<file path="config.mk">
export PLATFORM = sky130hd
export DESIGN_NAME = definition_keyword_tag_scanner
export DESIGN_NICKNAME = d
export VERILOG_FILES = /design/src/hw/rtl/dkts_pkg.sv /design/src/hw/rtl/dkts_front.sv /design/src/hw/rtl/dkts_queue.sv /design/src/hw/rtl/dkts_back.sv /design/src/hw/rtl/definition_keyword_tag_scanner.sv
export SDC_FILE = /design/constraint.sdc
export NUM_CORES = 1
export LEC_CHECK = 0
export BUFFER_PORTS_ARGS = -buffer_cell sky130_fd_sc_hd__buf_4
export CORE_ASPECT_RATIO = 1.4
export CORE_MARGIN = 3
export CORE_UTILIZATION = 55
export DETAILED_ROUTE_END_ITERATION = 10
export GPL_TIMING_DRIVEN = 0
export PLACE_DENSITY = 0.81
export SYNTH_ARGS = -nofsm -noshare
export SYNTH_HDL_FRONTEND = slang
export SYNTH_SLANG_ARGS = --single-unit
</file>
<file path="constraint.sdc">
create_clock -name aclk -period 7.6 [get_ports aclk]
set_input_delay 1.9 -clock aclk [delete_from_list [all_inputs] [get_ports aclk]]
set_output_delay 1.9 -clock aclk [all_outputs]
set_load 0.02 [all_outputs]
</file>
<file path="src/hw/rtl/dkts_pkg.sv">
// ----------------------------------------------------------------------------
// dkts_pkg: shared types, keyword tables and byte classes
// Holds the queue item type, the definition keyword table and the byte
// classification helpers used by the scanner front end.
// ----------------------------------------------------------------------------
package dkts_pkg;

    localparam int KW_COUNT     = 8;
    localparam int KW_MAX_LEN   = 11;
    localparam int KIND_W       = 3;
    localparam int NUM_KINDS    = 6;
    localparam int CHAR_W       = 8;
    localparam int POS_W        = 4;
    localparam int QUEUE_DEPTH  = 4;
    localparam int QPTR_W       = $clog2(QUEUE_DEPTH);
    localparam int QCNT_W       = $clog2(QUEUE_DEPTH + 1);

    localparam logic [CHAR_W-1:0] CH_LINE_END = 8'd10;
    localparam logic [CHAR_W-1:0] CH_D        = 8'h64;
    localparam logic [POS_W-1:0]  POS_MAX     = 4'd15;

    // tag kind codes
    localparam logic [KIND_W-1:0] KIND_MACRO    = 3'd0;
    localparam logic [KIND_W-1:0] KIND_FUNCTION = 3'd1;
    localparam logic [KIND_W-1:0] KIND_MODULE   = 3'd2;
    localparam logic [KIND_W-1:0] KIND_RECORD   = 3'd3;
    localparam logic [KIND_W-1:0] KIND_PROTOCOL = 3'd4;
    localparam logic [KIND_W-1:0] KIND_IMPL     = 3'd5;

    // keyword text, right aligned: first byte is the most significant used byte
    localparam logic [KW_MAX_LEN*CHAR_W-1:0] KW_TEXT [KW_COUNT] = '{
        88'("def"), 88'("defp"), 88'("defmacro"), 88'("defmacrop"),
        88'("defrecord"), 88'("defmodule"), 88'("defprotocol"), 88'("defimpl")
    };
    localparam logic [POS_W-1:0] KW_LEN [KW_COUNT] = '{
        4'd3, 4'd4, 4'd8, 4'd9, 4'd9, 4'd9, 4'd11, 4'd7
    };
    localparam logic [KIND_W-1:0] KW_KIND [KW_COUNT] = '{
        KIND_FUNCTION, KIND_FUNCTION, KIND_MACRO, KIND_MACRO,
        KIND_RECORD, KIND_MODULE, KIND_PROTOCOL, KIND_IMPL
    };

    // one result item as it travels through the queue
    typedef struct packed {
        logic [KIND_W-1:0] kind;
        logic [CHAR_W-1:0] tag_char;
        logic              name_end;
    } dkts_item_t;

    typedef struct packed {
        logic       valid;
        dkts_item_t item;
    } dkts_push_t;

    // byte of keyword k at position pos; only meaningful when pos < length
    function automatic logic [CHAR_W-1:0] kw_char(input int k, input logic [POS_W-1:0] pos);
        logic [POS_W-1:0]             sh;
        logic [KW_MAX_LEN*CHAR_W-1:0] txt;
        sh  = KW_LEN[k] - pos - 4'd1;
        txt = KW_TEXT[k] >> {sh, 3'b000};
        return txt[CHAR_W-1:0];
    endfunction

    function automatic logic is_space(input logic [CHAR_W-1:0] c);
        return (c >= 8'd9 && c <= 8'd13) || c == 8'd32;
    endfunction

    function automatic logic is_ident(input logic [CHAR_W-1:0] c);
        return (c >= 8'h30 && c <= 8'h39) || (c >= 8'h41 && c <= 8'h5a) ||
               (c >= 8'h61 && c <= 8'h7a) || c == 8'h5f || c == 8'h3f || c == 8'h21;
    endfunction

endpackage

</file>
<file path="src/hw/rtl/dkts_front.sv">
// ----------------------------------------------------------------------------
// dkts_front: line scanner and keyword classifier
// Takes one byte per cycle on byte_accept, tracks the line phase, matches
// the definition keyword, pushes tag name bytes and end markers to the queue.
// ----------------------------------------------------------------------------
module dkts_front
    import dkts_pkg::*;
(
    input  logic                  aclk,
    input  logic                  aresetn,
    input  logic                  byte_accept,
    input  logic [CHAR_W-1:0]     ch,
    input  logic [NUM_KINDS-1:0]  kind_enable,
    output dkts_push_t            push
);

    localparam logic [1:0] PH_LINE_START = 2'd0;
    localparam logic [1:0] PH_KEYWORD    = 2'd1;
    localparam logic [1:0] PH_NAME       = 2'd2;
    localparam logic [1:0] PH_IGNORE     = 2'd3;

    logic [1:0]          phase_reg, phase_next;
    logic [KW_COUNT-1:0] cand_reg, cand_next;
    logic [POS_W-1:0]    pos_reg, pos_next;
    logic [KIND_W-1:0]   kind_reg, kind_next;
    logic                started_reg, started_next;

    logic                emit;
    logic                emit_end;
    logic                found;
    logic [KIND_W-1:0]   found_kind;

    // keyword match at the end of the keyword identifier, lowest index wins
    always_comb begin
        found      = 1'b0;
        found_kind = KIND_MACRO;
        for (int k = KW_COUNT - 1; k >= 0; k--) begin
            if (cand_reg[k] && KW_LEN[k] == pos_reg) begin
                found      = 1'b1;
                found_kind = KW_KIND[k];
            end
        end
    end

    // next state and result request for the incoming byte
    always_comb begin
        phase_next   = phase_reg;
        cand_next    = cand_reg;
        pos_next     = pos_reg;
        kind_next    = kind_reg;
        started_next = started_reg;
        emit         = 1'b0;
        emit_end     = 1'b0;
        if (ch == CH_LINE_END) begin
            emit         = (phase_reg == PH_NAME) && started_reg;
            emit_end     = 1'b1;
            phase_next   = PH_LINE_START;
            cand_next    = '1;
            pos_next     = '0;
            started_next = 1'b0;
        end else begin
            case (phase_reg)
                PH_LINE_START: begin
                    if (!is_space(ch)) begin
                        if (ch == CH_D) begin
                            phase_next = PH_KEYWORD;
                            cand_next  = '1;
                            pos_next   = 4'd1;
                        end else begin
                            phase_next = PH_IGNORE;
                        end
                    end
                end
                PH_KEYWORD: begin
                    if (is_ident(ch)) begin
                        for (int k = 0; k < KW_COUNT; k++) begin
                            if (pos_reg >= KW_LEN[k] || kw_char(k, pos_reg) != ch) begin
                                cand_next[k] = 1'b0;
                            end
                        end
                        if (pos_reg != POS_MAX) begin
                            pos_next = pos_reg + 4'd1;
                        end
                    end else begin
                        phase_next = PH_IGNORE;
                        if (found) begin
                            kind_next = found_kind;
                            if (is_space(ch)) begin
                                phase_next   = PH_NAME;
                                started_next = 1'b0;
                            end
                        end
                    end
                end
                PH_NAME: begin
                    if (is_ident(ch)) begin
                        started_next = 1'b1;
                        emit         = 1'b1;
                    end else if (!(!started_reg && is_space(ch))) begin
                        emit         = started_reg;
                        emit_end     = 1'b1;
                        started_next = 1'b0;
                        phase_next   = PH_IGNORE;
                    end
                end
                default: begin
                    phase_next = PH_IGNORE;
                end
            endcase
        end
    end

    // result item, gated by the kind enable bits
    always_comb begin
        push.valid         = byte_accept && emit && kind_enable[kind_reg];
        push.item.kind     = kind_reg;
        push.item.tag_char = emit_end ? '0 : ch;
        push.item.name_end = emit_end;
    end

    // scanner state
    always_ff @(posedge aclk) begin
        if (!aresetn) begin
            phase_reg   <= PH_LINE_START;
            cand_reg    <= '1;
            pos_reg     <= '0;
            kind_reg    <= KIND_MACRO;
            started_reg <= 1'b0;
        end else if (byte_accept) begin
            phase_reg   <= phase_next;
            cand_reg    <= cand_next;
            pos_reg     <= pos_next;
            kind_reg    <= kind_next;
            started_reg <= started_next;
        end
    end

endmodule

</file>
<file path="src/hw/rtl/dkts_queue.sv">
// ----------------------------------------------------------------------------
// dkts_queue: short result queue
// Small register queue between the scanner front end and the output stage,
// so that each side can stall on its own.
// ----------------------------------------------------------------------------
module dkts_queue
    import dkts_pkg::*;
(
    input  logic       aclk,
    input  logic       aresetn,
    input  dkts_push_t push,
    output logic       full,
    output logic       not_empty,
    input  logic       pop,
    output dkts_item_t head
);

    dkts_item_t        store_reg [QUEUE_DEPTH];
    logic [QPTR_W-1:0] wr_ptr_reg, wr_ptr_next;
    logic [QPTR_W-1:0] rd_ptr_reg, rd_ptr_next;
    logic [QCNT_W-1:0] count_reg, count_next;
    logic              do_push;
    logic              do_pop;

    assign full      = (count_reg == QCNT_W'(QUEUE_DEPTH));
    assign not_empty = (count_reg != '0);
    assign head      = store_reg[rd_ptr_reg];
    assign do_push   = push.valid && !full;
    assign do_pop    = pop && not_empty;

    // pointer and fill count update
    always_comb begin
        wr_ptr_next = do_push ? wr_ptr_reg + QPTR_W'(1) : wr_ptr_reg;
        rd_ptr_next = do_pop ? rd_ptr_reg + QPTR_W'(1) : rd_ptr_reg;
        count_next  = count_reg;
        if (do_push && !do_pop) begin
            count_next = count_reg + QCNT_W'(1);
        end else if (!do_push && do_pop) begin
            count_next = count_reg - QCNT_W'(1);
        end
    end

    // control registers
    always_ff @(posedge aclk) begin
        if (!aresetn) begin
            wr_ptr_reg <= '0;
            rd_ptr_reg <= '0;
            count_reg  <= '0;
        end else begin
            wr_ptr_reg <= wr_ptr_next;
            rd_ptr_reg <= rd_ptr_next;
            count_reg  <= count_next;
        end
    end

    // item storage
    always_ff @(posedge aclk) begin
        if (do_push) begin
            store_reg[wr_ptr_reg] <= push.item;
        end
    end

endmodule

</file>
<file path="src/hw/rtl/dkts_back.sv">
// ----------------------------------------------------------------------------
// dkts_back: output register stage
// Pulls result items from the queue into the output register and holds
// them until the receiver takes them.
// ----------------------------------------------------------------------------
module dkts_back
    import dkts_pkg::*;
(
    input  logic              aclk,
    input  logic              aresetn,
    input  logic              q_not_empty,
    input  dkts_item_t        q_head,
    output logic              q_pop,
    output logic              m_valid,
    input  logic              m_ready,
    output logic [KIND_W-1:0] m_kind,
    output logic [CHAR_W-1:0] m_tag_char,
    output logic              m_name_end
);

    logic       valid_reg;
    dkts_item_t item_reg;

    assign q_pop      = q_not_empty && (!valid_reg || m_ready);
    assign m_valid    = valid_reg;
    assign m_kind     = item_reg.kind;
    assign m_tag_char = item_reg.tag_char;
    assign m_name_end = item_reg.name_end;

    // output valid
    always_ff @(posedge aclk) begin
        if (!aresetn) begin
            valid_reg <= 1'b0;
        end else if (!valid_reg || m_ready) begin
            valid_reg <= q_not_empty;
        end
    end

    // output payload
    always_ff @(posedge aclk) begin
        if (q_pop) begin
            item_reg <= q_head;
        end
    end

endmodule

</file>
<file path="src/hw/rtl/definition_keyword_tag_scanner.sv">
// ----------------------------------------------------------------------------
// definition_keyword_tag_scanner: tag scanner for definition keywords
// Scans a source text byte stream line by line and streams out the names
// that follow definition keywords, tagged with their kind.
// ----------------------------------------------------------------------------
// Usage:
//   s_valid/s_ready/s_ch carries one source byte per item; byte 10 ends a
//   line. m_valid/m_ready carries result items: m_kind, m_tag_char and
//   m_name_end (set on the end marker after each name, with m_tag_char 0).
//   cfg_valid/cfg_ready/cfg_data writes the six kind enable bits; the port
//   is always ready and should be written only while the block is idle.
// Timing:
//   one byte is taken every cycle while the result queue has room. A
//   result item is written into the queue at the edge that takes its byte
//   and moves on into the output register, behind any items ahead of it,
//   once that register is empty or m_ready is high; m_valid then rises.
//   Sustained rate is one byte per cycle while the queue has room.
// Reset:
//   aresetn is synchronous, active low. It empties the queue and output
//   register, returns the scanner to line start and enables all kinds.
// Stall:
//   when m_ready stays low, the four-entry queue fills and s_ready drops
//   until the receiver takes items again; nothing is lost.
// ----------------------------------------------------------------------------
module definition_keyword_tag_scanner
    import dkts_pkg::*;
(
    input  logic                  aclk,
    input  logic                  aresetn,
    input  logic                  s_valid,
    output logic                  s_ready,
    input  logic [CHAR_W-1:0]     s_ch,
    output logic                  m_valid,
    input  logic                  m_ready,
    output logic [KIND_W-1:0]     m_kind,
    output logic [CHAR_W-1:0]     m_tag_char,
    output logic                  m_name_end,
    input  logic                  cfg_valid,
    output logic                  cfg_ready,
    input  logic [NUM_KINDS-1:0]  cfg_data
);

    logic [NUM_KINDS-1:0]  kind_enable_reg;
    logic                  byte_accept;
    dkts_push_t            push;
    logic                  q_full;
    logic                  q_not_empty;
    logic                  q_pop;
    dkts_item_t            q_head;

    assign s_ready     = !q_full;
    assign byte_accept = s_valid && !q_full;
    assign cfg_ready   = 1'b1;

    // kind enable register
    always_ff @(posedge aclk) begin
        if (!aresetn) begin
            kind_enable_reg <= '1;
        end else if (cfg_valid) begin
            kind_enable_reg <= cfg_data;
        end
    end

    dkts_front u_front (
        .aclk        (aclk),
        .aresetn     (aresetn),
        .byte_accept (byte_accept),
        .ch          (s_ch),
        .kind_enable (kind_enable_reg),
        .push        (push)
    );

    dkts_queue u_queue (
        .aclk      (aclk),
        .aresetn   (aresetn),
        .push      (push),
        .full      (q_full),
        .not_empty (q_not_empty),
        .pop       (q_pop),
        .head      (q_head)
    );

    dkts_back u_back (
        .aclk        (aclk),
        .aresetn     (aresetn),
        .q_not_empty (q_not_empty),
        .q_head      (q_head),
        .q_pop       (q_pop),
        .m_valid     (m_valid),
        .m_ready     (m_ready),
        .m_kind      (m_kind),
        .m_tag_char  (m_tag_char),
        .m_name_end  (m_name_end)
    );

endmodule
</file>
==> run metrics, run 1 <==
main combinational cell family by area after synthesis=simple AND/OR/NAND/NOR gates; Slew Viols, Final=0; Gate Count Post-Synth=548; routed wire length=14190 µm; Area contributors post-synth=edfxtp_1, dfxtp_1, ha_1, mux4_2, nand2_1; number of core rows=43; r2r worst-path depth=11; worst-skew pair later-pin latency=340 ps; flip-flop count of the largest register, all copies and words added=48; Cell variety after synth=78; Max-cap violations=0; class of the worst hold path=flop to flop; post_cts resized=0; antenna violations before repair=0; Worst Setup Path Type=input pin to flop; most used flip-flop cell after synthesis=edfxtp_1; required time of the critical path=7870 ps; Achievable Freq=0.2125 GHz; number of top-level design ports=34; pin count of the biggest net entering global routing=16; Global Route met3 Usage=3.791%; via count of the first global-routing pass=4661; Worst Hold Depth=2; pre-CTS setup slack=2566 ps; endpoint type of the worst setup path=flop; Fill cells=807; post-synth top area share=32.11%; highest ir drop seen on vdd=0.1195 mV; static power due to leakage=2.207 nW; depth of the CTS H-tree=3; Sum Neg Setup Slack=0 ps; largest clock skew in the final design=6.058 ps; Worst Tran Pin Value=842.0 ps; number of CTS-inserted buffers=9; die extent in y=125.5 µm; first-pass GRT wire length=23020 µm; Clock Path Buffers=2; Final Total Pwr=0.001477 W; placeable core region=9953 µm²; Final Hold Vio Count=0; area enclosed by the die boundary=11470 µm²; global-route usage over all layers=25.39%; clock-pin slew on the worst setup and hold paths=60 ps; DR WL/cell=19.54 µm; Seq cells post-synth=92; mean cell area of the mapped netlist=10.24 µm²; Worst slew margin=43.87%; power density of the placed cells=235.4 nW/µm²; Final #Nets=632; outcome=completed; number of DRC markers in iteration 0=408; clock tree from TritonCTS=yes; Netlist Area Pre-Place=5612 µm²; overall via count from detail_route=4611; Most Used Layer, Global Route=met2; total congestion overflow after global routing=0; hold buffers post-CTS=0; worst path setup slack after routing=2894 ps; nets in the synthesized netlist=594; met2 Usage GRT=45.10%; GR Util met1=28.00%; count of buffers from port buffering=27; remaining antenna violation count after routing=0; horizontal extent of the die=91.37 µm; proportion of synthesized area in mux cells=7.559%; sequential share of the synthesized area=43.52%; largest area contributor in the netlist=edfxtp_1; CTS sink count=92; critical path arrival=4970 ps; Post-synth EDFFs=60; total setup buffers inserted after CTS=0; sum of net half-perimeters after detailed placement=10410 µm; DRC violation count after routing=0; GP Congestion=0.9411; simple-gate share of the synthesized area=17.95%; setup-violating endpoint count in the final report=0; via count normalized by instance count=6.351; number of warnings reported in the yosys synthesis log=0; Synth Area in Adders=6.154%; share of the clock period used by the worst path=61.92%; Critical Path Fanout Max=10; first-pass detailed-route iteration total=5; CP Launch Type=input pin; synthesis-to-finish area growth=11.84%; Synth Area in Compound Gates=16.83%; RSZ-0062 raised after global routing=no; Ant. Diodes=0; final critical path time including I/O delays and setup=4706 ps; fraction of final layout cells sized beyond drive strength 1=13.03%; root buffer cell=clkbuf_16; initial standard-cell utilization of the core=56.38%; xor/xnor share of the synthesized area=3.434%; share of async-settable or async-resettable flops after synthesis=0%
## path summary, 6_finish.rpt
| kind | startpoint | to | slack (ps) |
|---|---|---|---|
| setup reg to reg | u_front.pos_reg[0]$_SDFFE_PN0P_ | u_front.cand_reg[3]$_SDFFE_PN1P_ | 3790 |
| hold reg to reg | kind_enable_reg[1]$_SDFFE_PN1P_ | kind_enable_reg[1]$_SDFFE_PN1P_ | 480 |
| hold / removal | kind_enable_reg[1]$_SDFFE_PN1P_ | kind_enable_reg[1]$_SDFFE_PN1P_ | 480 |
| setup / recovery | s_ch[1] | u_queue.count_reg[2]$_SDFFE_PN0P_ | 2890 |
## metal layers
layer	routed length (µm)	share of wire, %	vias to the layer above
met5	0	0	-
met4	601	4.2	0
met3	785	5.5	46
met2	7514	53	177
met1	5287	37	2254
li1	-	-	2134
## where the power goes
part	internal (W)	leakage [nW]	switching (W)
logic	0.000168	1.26	0.000237
registers	0.000609	0.813	0.0000299
clock network	0.000243	0.131	0.000189
total	0.00102	2.21	0.000457
## worst max-delay path, stage by stage
cell      delay [ps]
buf_4            110
clkbuf_1         430
nand2_1          160
nor3_1           350
o21a_1           300
o311ai_1         200
inv_1            170
ha_1             200
inv_1             70
fa_1             430
xor2_1           180
or3_1            310
a21oi_1          140
## logic make-up after synthesis
group / Yosys count
fa+ha+maj: 27
flops: 92
compound gates: 134
buf+inv: 60
xor+xnor: 22
simple gates: 186
other cells: 1
mux: 26
## cells in the final DEF, fill, tap and decap left out, types with 22 or more instances in the layout
master / synthesis / layout
nor2_1: 27 / 27
buf_4: 2 / 29
edfxtp_1: 60 / 60
ha_1: 26 / 26
inv_1: 22 / 22
a21oi_1: 28 / 27
dfxtp_1: 32 / 32
nand2_1: 47 / 47
o21ai_0: 24 / 24
clkbuf_1: 28 / 30
## layout make-up
type	count	area [µm²]	area share [%]
timing repair buffer	27	202.7	3.230
tap	135	168.9	2.691
clock inverter	4	31.28	0.4984
multi-input combinational	396	2922	46.55
inverter	22	82.58	1.316
buffer	38	168.9	2.691
clock buffer	12	257.7	4.107
sequential	92	2442	38.92
## cells in the mapped netlist (all sizes together), types with 10 or more instances
master   n
edfxtp  60
nand2   47
dfxtp   32
a21oi   29
clkbuf  28
nor2    28
ha      26
o21ai   25
inv     22
and2    18
mux4    13
nand2b  13
mux2i   12
nor3    12
xnor2   12
nand3   11
a31oi   10
buf     10
xor2    10
## metrics by stage
stage / cell area, µm² / util [%] / instances / hold slack, ps
6_report: 6276 / 63.05 / 726 / 481.2
5_1_grt: 6276 / 63.05 / 726 / 498.8
4_1_cts: 6272 / 63.02 / 726 / 467.4
3_5_place_dp: 5983 / 60.11 / 710 / 452.1
3_3_place_gp: 5983 / 60.11 / 710 / 440.8
2_1_floorplan: 5612 / - / 548 / 426.3
(Power assumes the default switching activity.)
==> inputs of run 2 (changes only) <==
--- a/config.mk
+++ b/config.mk
@@ -5,6 +5,7 @@
 export SDC_FILE = /design/constraint.sdc
 export NUM_CORES = 1
 export LEC_CHECK = 0
+export ABC_AREA = 1
 export BUFFER_PORTS_ARGS = -buffer_cell sky130_fd_sc_hd__buf_4
 export CORE_ASPECT_RATIO = 1.4
 export CORE_MARGIN = 3
==> constraint.sdc (replaced) <==
create_clock -name aclk -period 4.5 [get_ports aclk]
set_input_delay 1.125 -clock aclk [delete_from_list [all_inputs] [get_ports aclk]]
set_output_delay 1.125 -clock aclk [all_outputs]
set_load 0.02 [all_outputs]
==> run 2 against run 1 <==
Against the previous run: sequential power rose by 72%; first-iteration DRC count rose by 13%; synthesized cell count rose by 34%; setup slack got worse by 1900 ps; final cell count rose by 26%; core utilization rose by 0.82 points; power rose by 89%; sequential cell count did not move; critical path type unchanged; largest cell class unchanged; largest power group unchanged.
==> run metrics, run 2 <==
Gate Count Post-Synth=737 (was 548); Critical-path top delay cell=fa_1 (was clkbuf_1); hold buffers post-CTS=0 (unchanged); Achievable Freq=0.2852 GHz; most used flip-flop cell after synthesis=edfxtp_1 (unchanged); via count of the first global-routing pass=5000 (was 4661); initial standard-cell utilization of the core=56.87% (was 56.38%); instance count after placement with tap cells included=902 (was 710); cell repeated most along the worst path=nand2_1 (was inv_1); RSZ-0062 raised after global routing=no (unchanged); Post-synth EDFFs=60 (unchanged); destination of the worst register-to-register timing path=u_front.cand_reg[7]$_SDFFE_PN1P_ (was u_front.cand_reg[3]$_SDFFE_PN1P_); remaining antenna violation count after routing=0 (unchanged); Worst Setup Path Type=input pin to flop (unchanged); r2r worst-path depth=15 (was 11); horizontal extent of the die=91.74 µm (was 91.37 µm); via count normalized by instance count=5.672 (was 6.351); mean cell area of the mapped netlist=7.680 µm² (was 10.24 µm²); capturing element of the worst setup path=u_queue.count_reg[2]$_SDFFE_PN0P_ (unchanged); share of the clock period used by the worst path=77.93%; startpoint of the worst register-to-register path=u_front.pos_reg[1]$_SDFFE_PN0P_ (was u_front.pos_reg[0]$_SDFFE_PN0P_); Cell variety after synth=43 (was 78); first-pass detailed-route iteration total=6 (was 5); number of warnings reported in the yosys synthesis log=0 (unchanged); number of core rows=43 (unchanged); CTS sink count=92 (unchanged); Ant. Diodes=0 (unchanged); flip-flop count of the largest register, all copies and words added=48 (unchanged); highest ir drop seen on vdd=0.1992 mV (was 0.1195 mV); clock-pin slew on the worst setup and hold paths=70 ps (was 60 ps); required time of the critical path=4730 ps (was 7870 ps); final critical path time including I/O delays and setup=3507 ps; area enclosed by the die boundary=11560 µm² (was 11470 µm²); area occupied by registers=2442 µm² (unchanged); Final #Nets=824 (was 632); Fill cells=893 (was 807); sequential share of the synthesized area=43.15% (was 43.52%); CP Launch Type=input pin (unchanged); largest area contributor in the netlist=edfxtp_1 (unchanged); sum of net half-perimeters after detailed placement=11140 µm (was 10410 µm); Max-cap violations=0 (unchanged); post-synth top area share=31.83% (was 32.11%); number of CTS-inserted buffers=9 (unchanged); critical path startpoint=s_ch[7] (was s_ch[1]); flop2flop setup slack=1220 ps (was 3790 ps); global-route usage over all layers=26.95% (was 25.39%); GP Congestion=1.050 (was 0.9411); multi-input combinational cell area=2819 µm² (was 2922 µm²); worst-skew pair later-pin latency=350 ps (was 340 ps); Critical Path Fanout Max=7 (was 10); overall via count from detail_route=5207 (was 4611); number of top-level design ports=34 (unchanged); total setup buffers inserted after CTS=0 (unchanged); critical path arrival=3740 ps (was 4970 ps); post_cts resized=0 (unchanged); antenna violations before repair=0 (unchanged); Netlist Area Pre-Place=5660 µm² (was 5612 µm²); Sum Neg Setup Slack=0 ps (unchanged); Worst slew margin=20.51% (was 43.87%); DRC violation count after routing=0 (unchanged); die extent in y=126.0 µm (was 125.5 µm); Clock Path Buffers=2 (unchanged); first-pass GRT wire length=24550 µm (was 23020 µm); most common library cell in the layout ignoring fill and taps=nand2_1 (was edfxtp_1); synthesis-to-finish area growth=12.31% (was 11.84%); Final Total Pwr=0.002786 W (was 0.001477 W); routed wire length=15210 µm (was 14190 µm); endpoint type of the worst setup path=flop (unchanged); Area contributors post-synth=edfxtp_1, nand2_1, dfxtp_1, nor2_1, ha_1 (was edfxtp_1, dfxtp_1, ha_1, mux4_2, nand2_1); fraction of final layout cells sized beyond drive strength 1=13.03% (about the same); most used standard cell by instance count after synthesis=nand2_1 (was edfxtp_1); Slowest Stage Delay on Critical Path=450 ps (was 430 ps); worst-path cell chain=buf_4 -> inv_1 -> nand2_1 -> nor2_1 -> nand2_1 -> nand2_1 -> nand2_1 -> nand2_1 -> nand2_2 -> nand3_1 -> nand3_2 -> inv_2 -> ha_1 -> inv_1 -> fa_1 -> a21oi_1 -> o21ai_0 -> o21ai_0 -> a21oi_1 (was buf_4 -> clkbuf_1 -> nand2_1 -> nor3_1 -> o21a_1 -> o311ai_1 -> inv_1 -> ha_1 -> inv_1 -> fa_1 -> xor2_1 -> or3_1 -> a21oi_1); Final Hold Vio Count=0 (unchanged); power density of the placed cells=438.3 nW/µm² (was 235.4 nW/µm²); outcome=completed (unchanged); most instantiated cells after synthesis=nand2_1, nor2_1, edfxtp_1 (was edfxtp_1, nand2_1, dfxtp_1); share of async-settable or async-resettable flops after synthesis=0% (unchanged); placeable core region=9953 µm² (unchanged); Worst Tran Pin Value=1188 ps (was 842.0 ps); class of the worst hold path=flop to flop (unchanged); final instance count without filler cells=918 (was 726); depth of the CTS H-tree=3 (unchanged); largest clock skew in the final design=12.21 ps (was 6.058 ps); Seq cells post-synth=92 (unchanged); total congestion overflow after global routing=0 (unchanged); count of buffers from port buffering=30 (was 27); clock tree from TritonCTS=yes (unchanged); Slew Viols, Final=0 (unchanged); root buffer cell=clkbuf_16 (unchanged); top library cells by usage in the layout, fill and taps aside=nand2_1, nor2_1, edfxtp_1, inv_1, nand3_1 (was edfxtp_1, nand2_1, dfxtp_1, clkbuf_1, buf_4); number of DRC markers in iteration 0=459 (was 408); nets in the synthesized netlist=783 (was 594); pin count of the biggest net entering global routing=17 (was 16); DR WL/cell=16.57 µm (was 19.54 µm); setup-violating endpoint count in the final report=0 (unchanged); static power due to leakage=2.709 nW (was 2.207 nW)
-- run 2: changes by cell type after synthesis, moves of 13 or more --
cell and delta:
nand2_1 +160, nor2_1 +66, nand3_1 +46, inv_1 +36, o21ai_0 +30, clkbuf_1 -20, and2_1 -16, inv_2 +13
mux4_2 -13, nand2b_1 -13
-- run 2: power breakdown --
group	total, W	internal [W]	switching [W]	leakage, nW
logic	0.000941	0.000308	0.000633	1.76
registers	0.00110	0.00105	0.0000554	0.800
clock network	0.000742	0.000426	0.000316	0.149
-- run 2: kinds of logic (layout without fill, tap and decap cells) --
family / Yosys count / after routing / synth area share (%)
AOI/OAI and AO/OA: 102 / 102 / 10.46
other: 1 / 1 / 0.06625
DFF: 92 / 92 / 43.15
and+or+nand+nor: 411 / 411 / 31.68
adders and majority gates: 27 / 27 / 6.101
xor gates and xnor gates: 9 / 9 / 1.393
buffers and inverters: 95 / 141 / 7.162
-- run 2: worst min path at each step --
| stage | depth (start not counted) | slack, ps | from | to |
|---|---|---|---|---|
| 2_1_floorplan | 2 | 420 | u_front.cand_reg[6]$_SDFFE_PN1P_ | u_front.cand_reg[6]$_SDFFE_PN1P_ |
| 5_1_grt | 2 | 460 | u_front.cand_reg[6]$_SDFFE_PN1P_ | u_front.cand_reg[6]$_SDFFE_PN1P_ |
| 4_1_cts | 2 | 450 | u_front.cand_reg[0]$_SDFFE_PN1P_ | u_front.cand_reg[0]$_SDFFE_PN1P_ |
| 3_5_place_dp | 2 | 440 | u_front.cand_reg[0]$_SDFFE_PN1P_ | u_front.cand_reg[0]$_SDFFE_PN1P_ |
| 3_3_place_gp | 2 | 430 | u_front.cand_reg[0]$_SDFFE_PN1P_ | u_front.cand_reg[0]$_SDFFE_PN1P_ |
| 6_report | 2 | 450 | u_front.cand_reg[6]$_SDFFE_PN1P_ | u_front.cand_reg[6]$_SDFFE_PN1P_ |
-- run 2: cell type report --
| cell class | count | area share [%] |
|---|---|---|
| plain buffers | 22 | 2.047 |
| clock buffers | 12 | 4.212 |
| clock inverters | 4 | 0.4527 |
| inverters | 73 | 4.330 |
| multi-input cells | 550 | 44.34 |
| flip-flops and latches | 92 | 38.42 |
| well taps | 135 | 2.657 |
| repair buffers | 30 | 3.543 |
-- run 2: layer usage --
layer	vias to the layer above	routed length, µm	track usage [%]
met5	-	0	0
met4	0	738	15.57
met3	46	811	3.644
met2	208	7871	48.30
met1	2429	5793	30.28
li1	2524	-	-
-- run 2: critical path, delay by kind of cell --
family,cells,cell delay (ps)
buffers and inverters,4,470
AO/OA/AOI/OAI,4,510
adder cells (fa/ha/maj),2,590
AND/OR/NAND/NOR,9,1030
-- run 2: per-stage QoR --
step,util [%],instance area [µm²],hold slack (ps),setup slack [ps]
6_report,63.87,6357,454.8,993.1
5_1_grt,63.87,6357,461.3,753.3
4_1_cts,63.87,6357,452.3,1023
3_5_place_dp,60.89,6061,441.4,666.7
3_3_place_gp,60.83,6055,429.1,780.3
2_1_floorplan,-,5660,418.0,1244
